File: src/hdl/smd_pkg.sv
package smd_pkg;

  // header layout
  localparam int unsigned HDR_LEN    = 20;
  localparam int unsigned TID_START  = 8;
  localparam logic [7:0]  LEAD_MASK  = 8'hC0;
  localparam logic [31:0] COOKIE     = 32'h2112A442;
  localparam logic [16:0] COUNT_MAX  = 17'h1FFFF;

  // attribute walker phase codes
  localparam logic [1:0] PH_HDR = 2'd0;
  localparam logic [1:0] PH_PAY = 2'd1;
  localparam logic [1:0] PH_PAD = 2'd2;

  // result kinds
  localparam logic [1:0] KIND_TID     = 2'd0;
  localparam logic [1:0] KIND_PAYLOAD = 2'd1;
  localparam logic [1:0] KIND_VERDICT = 2'd2;

  // verdict codes, in check order except that overrun is checked before a truncated header
  localparam logic [2:0] ST_OK        = 3'd0;
  localparam logic [2:0] ST_SHORT     = 3'd1;
  localparam logic [2:0] ST_LEAD_BITS = 3'd2;
  localparam logic [2:0] ST_LEN       = 3'd3;
  localparam logic [2:0] ST_COOKIE    = 3'd4;
  localparam logic [2:0] ST_TRUNC_HDR = 3'd5;
  localparam logic [2:0] ST_OVERRUN   = 3'd6;

  // result queue, depth must be a power of two
  localparam int unsigned FIFO_DEPTH = 4;
  localparam int unsigned FIFO_PTR_W = $clog2(FIFO_DEPTH);
  localparam int unsigned FIFO_CNT_W = $clog2(FIFO_DEPTH + 1);

  typedef struct packed {
    logic [1:0]  kind;
    logic [15:0] msg_type;
    logic [15:0] tlv_type;
    logic [15:0] attr_length;
    logic [15:0] byte_offset;
    logic [7:0]  out_byte;
    logic [2:0]  status;
    logic        last_result;
  } result_t;

  // up to two results per byte
  typedef struct packed {
    logic [1:0] num;
    result_t    res0;
    result_t    res1;
  } push_t;

endpackage

File: src/hdl/smd_parser.sv
module smd_parser (
  input  logic                 clk_i,
  input  logic                 rst_ni,
  input  logic                 valid_i,
  input  logic [7:0]           byte_i,
  input  logic                 last_i,
  output smd_pkg::push_t       push_o
);

  logic [16:0] cnt_q, cnt_d;
  logic [15:0] type_q, type_d;
  logic [15:0] blen_q, blen_d;
  logic [31:0] cookie_q, cookie_d;
  logic        lead_q, lead_d;
  logic [1:0]  phase_q, phase_d;
  logic [31:0] ahs_q, ahs_d;
  logic [15:0] pos_q, pos_d;

  logic [15:0] pos_inc;
  logic [1:0]  pad;
  logic        data_vld;
  logic [1:0]  data_kind;
  logic [15:0] data_at, data_al, data_off;
  logic [2:0]  status;
  smd_pkg::result_t data_res, verdict_res;

  assign pos_inc = pos_q + 16'd1;

  always_comb begin
    cnt_d     = (cnt_q < smd_pkg::COUNT_MAX) ? cnt_q + 17'd1 : cnt_q;
    type_d    = type_q;
    blen_d    = blen_q;
    cookie_d  = cookie_q;
    lead_d    = lead_q;
    phase_d   = phase_q;
    ahs_d     = ahs_q;
    pos_d     = pos_q;
    pad       = 2'd0;
    data_vld  = 1'b0;
    data_kind = smd_pkg::KIND_TID;
    data_at   = '0;
    data_al   = '0;
    data_off  = '0;
    if (cnt_q < 17'(smd_pkg::HDR_LEN)) begin
      if (cnt_q == 17'd0) begin
        lead_d = |(byte_i & smd_pkg::LEAD_MASK);
      end
      if (cnt_q < 17'd2) begin
        type_d = {type_q[7:0], byte_i};
      end else if (cnt_q < 17'd4) begin
        blen_d = {blen_q[7:0], byte_i};
      end else if (cnt_q < 17'(smd_pkg::TID_START)) begin
        cookie_d = {cookie_q[23:0], byte_i};
      end else begin
        data_vld = 1'b1;
        data_off = cnt_q[15:0] - 16'(smd_pkg::TID_START);
      end
    end else begin
      unique case (phase_q)
        smd_pkg::PH_PAY: begin
          data_vld  = 1'b1;
          data_kind = smd_pkg::KIND_PAYLOAD;
          data_at   = ahs_q[31:16];
          data_al   = ahs_q[15:0];
          data_off  = pos_q;
          pos_d     = pos_inc;
          if (pos_inc == ahs_q[15:0]) begin
            pad     = 2'd0 - ahs_q[1:0];
            phase_d = (pad == 2'd0) ? smd_pkg::PH_HDR : smd_pkg::PH_PAD;
            pos_d   = {14'd0, pad};
          end
        end
        smd_pkg::PH_PAD: begin
          pos_d = pos_q - 16'd1;
          if (pos_d == 16'd0) begin
            phase_d = smd_pkg::PH_HDR;
          end
        end
        default: begin
          ahs_d = {ahs_q[23:0], byte_i};
          pos_d = pos_inc;
          if (pos_inc >= 16'd4) begin
            pos_d = '0;
            if (ahs_d[15:0] != 16'd0) begin
              phase_d = smd_pkg::PH_PAY;
            end
          end
        end
      endcase
    end
  end

  // verdict looks at the state after this byte
  always_comb begin
    if (cnt_d < 17'(smd_pkg::HDR_LEN)) begin
      status = smd_pkg::ST_SHORT;
    end else if (lead_d) begin
      status = smd_pkg::ST_LEAD_BITS;
    end else if (cnt_d != 17'(smd_pkg::HDR_LEN) + {1'b0, blen_d}) begin
      status = smd_pkg::ST_LEN;
    end else if (cookie_d != smd_pkg::COOKIE) begin
      status = smd_pkg::ST_COOKIE;
    end else if (phase_d == smd_pkg::PH_PAY) begin
      status = smd_pkg::ST_OVERRUN;
    end else if (phase_d == smd_pkg::PH_HDR && pos_d != 16'd0) begin
      status = smd_pkg::ST_TRUNC_HDR;
    end else begin
      status = smd_pkg::ST_OK;
    end
  end

  always_comb begin
    data_res.kind        = data_kind;
    data_res.msg_type    = type_d;
    data_res.tlv_type    = data_at;
    data_res.attr_length = data_al;
    data_res.byte_offset = data_off;
    data_res.out_byte    = byte_i;
    data_res.status      = smd_pkg::ST_OK;
    data_res.last_result = ~last_i;

    verdict_res.kind        = smd_pkg::KIND_VERDICT;
    verdict_res.msg_type    = type_d;
    verdict_res.tlv_type    = '0;
    verdict_res.attr_length = '0;
    verdict_res.byte_offset = '0;
    verdict_res.out_byte    = '0;
    verdict_res.status      = status;
    verdict_res.last_result = 1'b1;

    if (data_vld) begin
      push_o.res0 = data_res;
      push_o.res1 = verdict_res;
      push_o.num  = valid_i ? (last_i ? 2'd2 : 2'd1) : 2'd0;
    end else begin
      push_o.res0 = verdict_res;
      push_o.res1 = verdict_res;
      push_o.num  = (valid_i && last_i) ? 2'd1 : 2'd0;
    end
  end

  always_ff @(posedge clk_i or negedge rst_ni) begin
    if (!rst_ni) begin
      cnt_q    <= '0;
      type_q   <= '0;
      blen_q   <= '0;
      cookie_q <= '0;
      lead_q   <= 1'b0;
      phase_q  <= smd_pkg::PH_HDR;
      ahs_q    <= '0;
      pos_q    <= '0;
    end else if (valid_i) begin
      if (last_i) begin
        cnt_q    <= '0;
        type_q   <= '0;
        blen_q   <= '0;
        cookie_q <= '0;
        lead_q   <= 1'b0;
        phase_q  <= smd_pkg::PH_HDR;
        ahs_q    <= '0;
        pos_q    <= '0;
      end else begin
        cnt_q    <= cnt_d;
        type_q   <= type_d;
        blen_q   <= blen_d;
        cookie_q <= cookie_d;
        lead_q   <= lead_d;
        phase_q  <= phase_d;
        ahs_q    <= ahs_d;
        pos_q    <= pos_d;
      end
    end
  end

  a_reset_after_last: assert property (@(posedge clk_i) disable iff (!rst_ni)
    valid_i && last_i |=> cnt_q == 17'd0 && phase_q == smd_pkg::PH_HDR)
    else $error("state not cleared after final byte");

  a_pad_range: assert property (@(posedge clk_i) disable iff (!rst_ni)
    phase_q == smd_pkg::PH_PAD |-> pos_q != 16'd0 && pos_q <= 16'd3)
    else $error("padding count out of range");

  a_hdr_range: assert property (@(posedge clk_i) disable iff (!rst_ni)
    phase_q == smd_pkg::PH_HDR |-> pos_q < 16'd4)
    else $error("attribute header position out of range");

endmodule

File: src/hdl/smd_result_fifo.sv
module smd_result_fifo (
  input  logic              clk_i,
  input  logic              rst_ni,
  input  smd_pkg::push_t    push_i,
  output logic              room_o,
  output logic              valid_o,
  input  logic              ready_i,
  output smd_pkg::result_t  res_o
);

  smd_pkg::result_t mem_q [smd_pkg::FIFO_DEPTH];

  logic [smd_pkg::FIFO_PTR_W-1:0] wr_ptr_q, wr_ptr_d, rd_ptr_q, rd_ptr_d;
  logic [smd_pkg::FIFO_PTR_W-1:0] wr_ptr_nxt;
  logic [smd_pkg::FIFO_CNT_W-1:0] count_q, count_d;
  logic                           pop;

  // room for a worst-case push of two
  assign room_o     = count_q <= smd_pkg::FIFO_CNT_W'(smd_pkg::FIFO_DEPTH - 2);
  assign valid_o    = count_q != '0;
  assign pop        = valid_o && ready_i;
  assign res_o      = mem_q[rd_ptr_q];
  assign wr_ptr_nxt = wr_ptr_q + smd_pkg::FIFO_PTR_W'(1);

  // pointers wrap naturally at the power-of-two depth
  always_comb begin
    wr_ptr_d = wr_ptr_q + smd_pkg::FIFO_PTR_W'(push_i.num);
    rd_ptr_d = rd_ptr_q + smd_pkg::FIFO_PTR_W'(pop);
    count_d  = count_q + smd_pkg::FIFO_CNT_W'(push_i.num) - smd_pkg::FIFO_CNT_W'(pop);
  end

  always_ff @(posedge clk_i) begin
    if (push_i.num != 2'd0) begin
      mem_q[wr_ptr_q] <= push_i.res0;
    end
    if (push_i.num == 2'd2) begin
      mem_q[wr_ptr_nxt] <= push_i.res1;
    end
  end

  always_ff @(posedge clk_i or negedge rst_ni) begin
    if (!rst_ni) begin
      wr_ptr_q <= '0;
      rd_ptr_q <= '0;
      count_q  <= '0;
    end else begin
      wr_ptr_q <= wr_ptr_d;
      rd_ptr_q <= rd_ptr_d;
      count_q  <= count_d;
    end
  end

  a_no_overflow: assert property (@(posedge clk_i) disable iff (!rst_ni)
    push_i.num != 2'd0 |-> room_o)
    else $error("result queue pushed without room");

  a_count_bound: assert property (@(posedge clk_i) disable iff (!rst_ni)
    count_q <= smd_pkg::FIFO_CNT_W'(smd_pkg::FIFO_DEPTH))
    else $error("result queue count out of range");

  a_hold_while_stalled: assert property (@(posedge clk_i) disable iff (!rst_ni)
    valid_o && !ready_i |=> valid_o && $stable(res_o))
    else $error("output transaction changed while stalled");

endmodule

File: src/hdl/stun_message_deframer.sv
// channel | handshake                         | payload
// --------+-----------------------------------+----------------------------------------
// input   | in_valid_i / in_ready_o           | data_byte_i, last_byte_i
// output  | out_valid_o / out_ready_i         | kind_o, msg_type_o, tlv_type_o,
//         |                                   | attr_length_o, byte_offset_o,
//         |                                   | out_byte_o, status_o, last_result_o
//
// one byte per cycle sustained while the output is ready: a byte that yields one result (or none) is taken every cycle
// a final byte that also carries a data result yields two results, drained one per cycle while the output is ready
// results of an accepted byte pass through the input register, then the result queue, to the outputs
// asynchronous active-low reset clears the parser state and empties the result queue
// output stalls back up through the four-entry result queue into the input register
module stun_message_deframer (
  input  logic        clk_i,
  input  logic        rst_ni,

  input  logic        in_valid_i,
  output logic        in_ready_o,
  input  logic [7:0]  data_byte_i,
  input  logic        last_byte_i,

  output logic        out_valid_o,
  input  logic        out_ready_i,
  output logic [1:0]  kind_o,
  output logic [15:0] msg_type_o,
  output logic [15:0] tlv_type_o,
  output logic [15:0] attr_length_o,
  output logic [15:0] byte_offset_o,
  output logic [7:0]  out_byte_o,
  output logic [2:0]  status_o,
  output logic        last_result_o
);

  // input register, holds one byte until the queue has room for its results
  logic       in_valid_q;
  logic [7:0] in_byte_q;
  logic       in_last_q;

  logic             room;
  logic             take;
  smd_pkg::push_t   push;
  smd_pkg::result_t res;

  // byte in the input register is parsed once the queue can absorb two results
  assign take       = in_valid_q && room;
  assign in_ready_o = !in_valid_q || take;

  always_ff @(posedge clk_i or negedge rst_ni) begin
    if (!rst_ni) begin
      in_valid_q <= 1'b0;
    end else if (in_ready_o) begin
      in_valid_q <= in_valid_i;
    end
  end

  // payload needs no reset, it is only looked at while valid
  always_ff @(posedge clk_i) begin
    if (in_valid_i && in_ready_o) begin
      in_byte_q <= data_byte_i;
      in_last_q <= last_byte_i;
    end
  end

  // header capture, attribute walker and verdict
  smd_parser u_parser (
    .clk_i  (clk_i),
    .rst_ni (rst_ni),
    .valid_i(take),
    .byte_i (in_byte_q),
    .last_i (in_last_q),
    .push_o (push)
  );

  // result queue decouples the two-result case from the output handshake
  smd_result_fifo u_fifo (
    .clk_i  (clk_i),
    .rst_ni (rst_ni),
    .push_i (push),
    .room_o (room),
    .valid_o(out_valid_o),
    .ready_i(out_ready_i),
    .res_o  (res)
  );

  assign kind_o        = res.kind;
  assign msg_type_o    = res.msg_type;
  assign tlv_type_o    = res.tlv_type;
  assign attr_length_o = res.attr_length;
  assign byte_offset_o = res.byte_offset;
  assign out_byte_o    = res.out_byte;
  assign status_o      = res.status;
  assign last_result_o = res.last_result;

endmodule

File: config.mk
export PLATFORM = sky130hd
export DESIGN_NAME = stun_message_deframer
export DESIGN_NICKNAME = d
export VERILOG_FILES = /design/src/hdl/smd_pkg.sv /design/src/hdl/smd_parser.sv /design/src/hdl/smd_result_fifo.sv /design/src/hdl/stun_message_deframer.sv
export SDC_FILE = /design/constraint.sdc
export NUM_CORES = 1
export LEC_CHECK = 0
export BUFFER_PORTS_ARGS = -buffer_cell sky130_fd_sc_hd__buf_2
export CELL_PAD_IN_SITES_DETAIL_PLACEMENT = 1
export CELL_PAD_IN_SITES_GLOBAL_PLACEMENT = 1
export CORE_MARGIN = 4
export CORE_UTILIZATION = 52
export CTS_BUF_LIST = sky130_fd_sc_hd__clkbuf_4 sky130_fd_sc_hd__clkbuf_8 sky130_fd_sc_hd__clkbuf_16
export DETAILED_ROUTE_END_ITERATION = 8
export PLACE_DENSITY = 0.82
export SKIP_CTS_REPAIR_TIMING = 1
export SLEW_MARGIN = 10
export SYNTH_ARGS = -nofsm -noshare
export SYNTH_HDL_FRONTEND = slang
export SYNTH_SLANG_ARGS = --single-unit
File: constraint.sdc
create_clock -name clk_i -period 7.1 [get_ports clk_i]
set_input_delay 0.71 -clock clk_i [delete_from_list [all_inputs] [get_ports clk_i]]
set_output_delay 0.71 -clock clk_i [all_outputs]
set_load 0.005 [all_outputs]
==> summary.txt <==
Worst setup path
  – Crit path arrival time: 5.85 ns
  – Reg2reg setup slack: 1.62 ns
  – Worst setup EP type: flip-flop
  – Critical path class: flip-flop to flip-flop
  – Crit-path max FO: 59
  – Critical path launch point type: flip-flop
  – Critical Path RT: 7.47 ns

Final layout
  – Area grow syn2layout: 10.5%
  – Layout cell share with drive strength beyond 1: 0.135
  – # nets final: 2485
  – Number of diodes: 0

Logic synthesis
  – Synth Area in Adders: 0.0114
  – Synth warn: 0
  – Number of synthesized flops with an enable pin: 85
  – Largest family of logic cells by synthesized area: simple AND/OR/NAND/NOR gates
  – Post-synthesis sequential area ratio: 0.475
  – Simple-gate share of the synthesized area: 0.192
  – Seq cells post-synth: 461
  – Share of the synthesized area in the top cell type: 0.208
  – Synthesized area: 22700 um2
  – XOR/XNOR Fraction of Synth Area: 0.0257
  – Synth cell count leaders: 568 x nor2_1, 274 x a21oi_1, 236 x dfxtp_1, 175 x clkbuf_1, 169 x nand2_1
  – Synth Flop Type: dfxtp_1
  – Post-synthesis mux area share: 0.0836
  – Most frequent cell after synthesis: nor2_1
  – Netlist cell types: 89
  – Mapped Cells: 2480
  – Avg Cell Area, Syn: 9.15 um2
  – Yosys top cell by area: dfxtp_1
  – Compound-gate portion of the synthesized area: 0.171
  – Ys async rst share: 0.304
  – Post-synthesis net count: 2513
  – Synth area leaders: dfxtp_1 21%, dfrtp_1 15%, edfxtp_1 11%

Global route
  – Global-route usage over all layers: 0.326
  – Largest net degree at the start of global routing: 76
  – Initial antenna violation count: 1
  – Vias in the first global route: 21100
  – Global-route wire length before repair: 122000 um
  – Gr ovfl total: 0

CTS
  – Worst-path clk slew: 0.06 ns
  – # clock sinks: 461
  – CTS tree: built
  – Clk buf depth: 3
  – CTS H-tree lvls: 2
  – Clk_lat worst skew: 0.60 ns
  – Root Driver: clkbuf_16
  – Num CTS Buffers: 49

STA
  – Fin crit period: 5.48 ns
  – Setup Skew: 0.0189 ns
  – Final Cycle Share: 0.772
  – Final Hold Vio Count: 0
  – Slew @ Worst Pin: 1.26 ns
  – Slew Viols, Final: 0
  – Setup TNS: 0 ns
  – RSZ-0062 raised after global routing: false
  – Fmax: 0.182 GHz
  – Fin worst setup slack: 1.62 ns
  – Worst rel slew slack: 0.161
  – Final Setup Violations: 0

Route
  – Final wirelength: 77200 um
  – Via density: 6.40
  – Drt pass-1 iters: 5
  – Drc violations: 0
  – 1st-iter DRT viols: 1709
  – DRT antenna net count: 0
  – Routed WL per cell: 25.1 um
  – Vias post-DR: 19700

Placement
  – Pre-CTS setup slack: 1.80 ns
  – Post-DP HPWL: 49500 um
  – # port buffers: 92
  – RePlAce Congestion: 0.906

Job
  – Max-cap viol count: 0

Outcome
  – Run status: completed

Floorplanning
  – FP Rows: 76
  – Core Footprint: 43100 um2
  – Die area: 47100 um2
  – Die X: 217 um
  – Starting Density: 0.527
  – Io pins: 93
  – Die H: 217 um

Power
  – Pwr dens: 372 nW/um2
  – P_leak: 0.00996 uW
  – VDD IR-drop max: 0.294 mV

Hold path
  – Worst hold path class: input pin to async pin
==> routing by layer <==
metal / track usage / share of wire / up-vias
met2: 0.553 / 0.50 / 705
li1: - / - / 8775
met4: 0.155 / 0.051 / 2
met5: 0 / 0.00016 / -
met1: 0.406 / 0.39 / 10000
met3: 0.0596 / 0.061 / 222
==> final cells by class <==
type,instances,area (um2)
Fill cell,4888,18000
Tap cell,585,732
Sequential cell,461,10800
Clock buffer,69,1460
Timing Repair Buffer,129,744
Inverter,37,139
Clock inverter,23,175
Multi-Input combinational cell,1774,11000
==> stage by stage <==
stage,instance area (um2),power (uW),util,std cells,hold slack (ns)
4_1_cts,25100,9330,0.582,3078,0.146
5_1_grt,25100,9780,0.582,3078,0.177
3_3_place_gp,23500,6510,0.544,2986,0.439
6_report,25100,9320,0.582,3078,0.108
2_1_floorplan,22700,5500,-,2480,0.414
3_5_place_dp,23500,6680,0.544,2986,0.441
==> state kept, by name, indices dropped and copies added (netlist names), 8 cells and up <==
name	count
in_byte_q	8
u_fifo.mem_q	312
u_parser.ahs_q	32
u_parser.blen_q	16
u_parser.cnt_q	17
u_parser.cookie_q	32
u_parser.pos_q	16
u_parser.type_q	16
==> critical path: stages, from the launching register on <==
cell       delay [ns]
dfrtp_1          0.47
nor4_1           0.59
nand4b_1         0.64
nor2_2           0.82
nand2_1          0.23
o21ai_2          0.33
nand3_1          0.57
nor2_4           0.26
buf_4            0.71
a21oi_1          0.23
a2111oi_1        0.37
==> logic make-up after synthesis <==
group           after synthesis
flops                       461
buf+inv                     245
mux                          92
compound gates              619
simple gates                978
xor+xnor                     65
fa+ha+maj                    20
==> cell usage in the layout (no fill, tap or decap), types with 11 or more instances in the layout <==
master,netlist,routed
a211oi_1,50,50
nand3_1,24,24
ha_1,19,19
o21ai_0,85,85
buf_4,0,37
dfrtp_1,140,138
nand4_1,27,27
a21oi_1,274,274
nand2_1,169,168
xor2_1,20,20
or3_1,17,16
buf_2,12,91
nor2b_1,23,23
o22ai_1,22,22
nor2_1,568,563
clkbuf_16,0,52
nor3_1,42,40
inv_1,37,37
xnor2_1,44,44
nor4_1,22,22
clkinv_2,0,11
mux2i_1,13,13
a22o_1,71,71
edfxtp_1,85,85
o211ai_1,11,11
mux4_2,78,78
dfxtp_1,236,236
a22oi_1,17,17
a31oi_1,11,11
clkbuf_4,0,12
==> final timing paths <==
check,startpoint,end,cells past startpoint
max in group asynchronous,rst_ni,u_parser.ahs_q[12]$_DFFE_PN0P_,2
hold / removal,rst_ni,u_parser.cnt_q[11]$_DFFE_PN0P_,1
min in group clk_i,data_byte_i[7],in_byte_q[7]$_DFFE_PP_,1
hold reg to reg,u_fifo.mem_q[2][77]$_SDFFE_PP1P_,u_fifo.mem_q[2][77]$_SDFFE_PP1P_,2
setup / recovery,u_parser.cnt_q[13]$_DFFE_PN0P_,u_fifo.mem_q[3][3]$_DFFE_PP_,10
setup reg to reg,u_parser.cnt_q[13]$_DFFE_PN0P_,u_fifo.mem_q[3][3]$_DFFE_PP_,10
==> where the power goes <==
part	internal [uW]	switching (uW)
logic	1090	1940
registers	3180	490
clock network	1510	1110
Note: power is estimated with default switching activity, not from simulation.
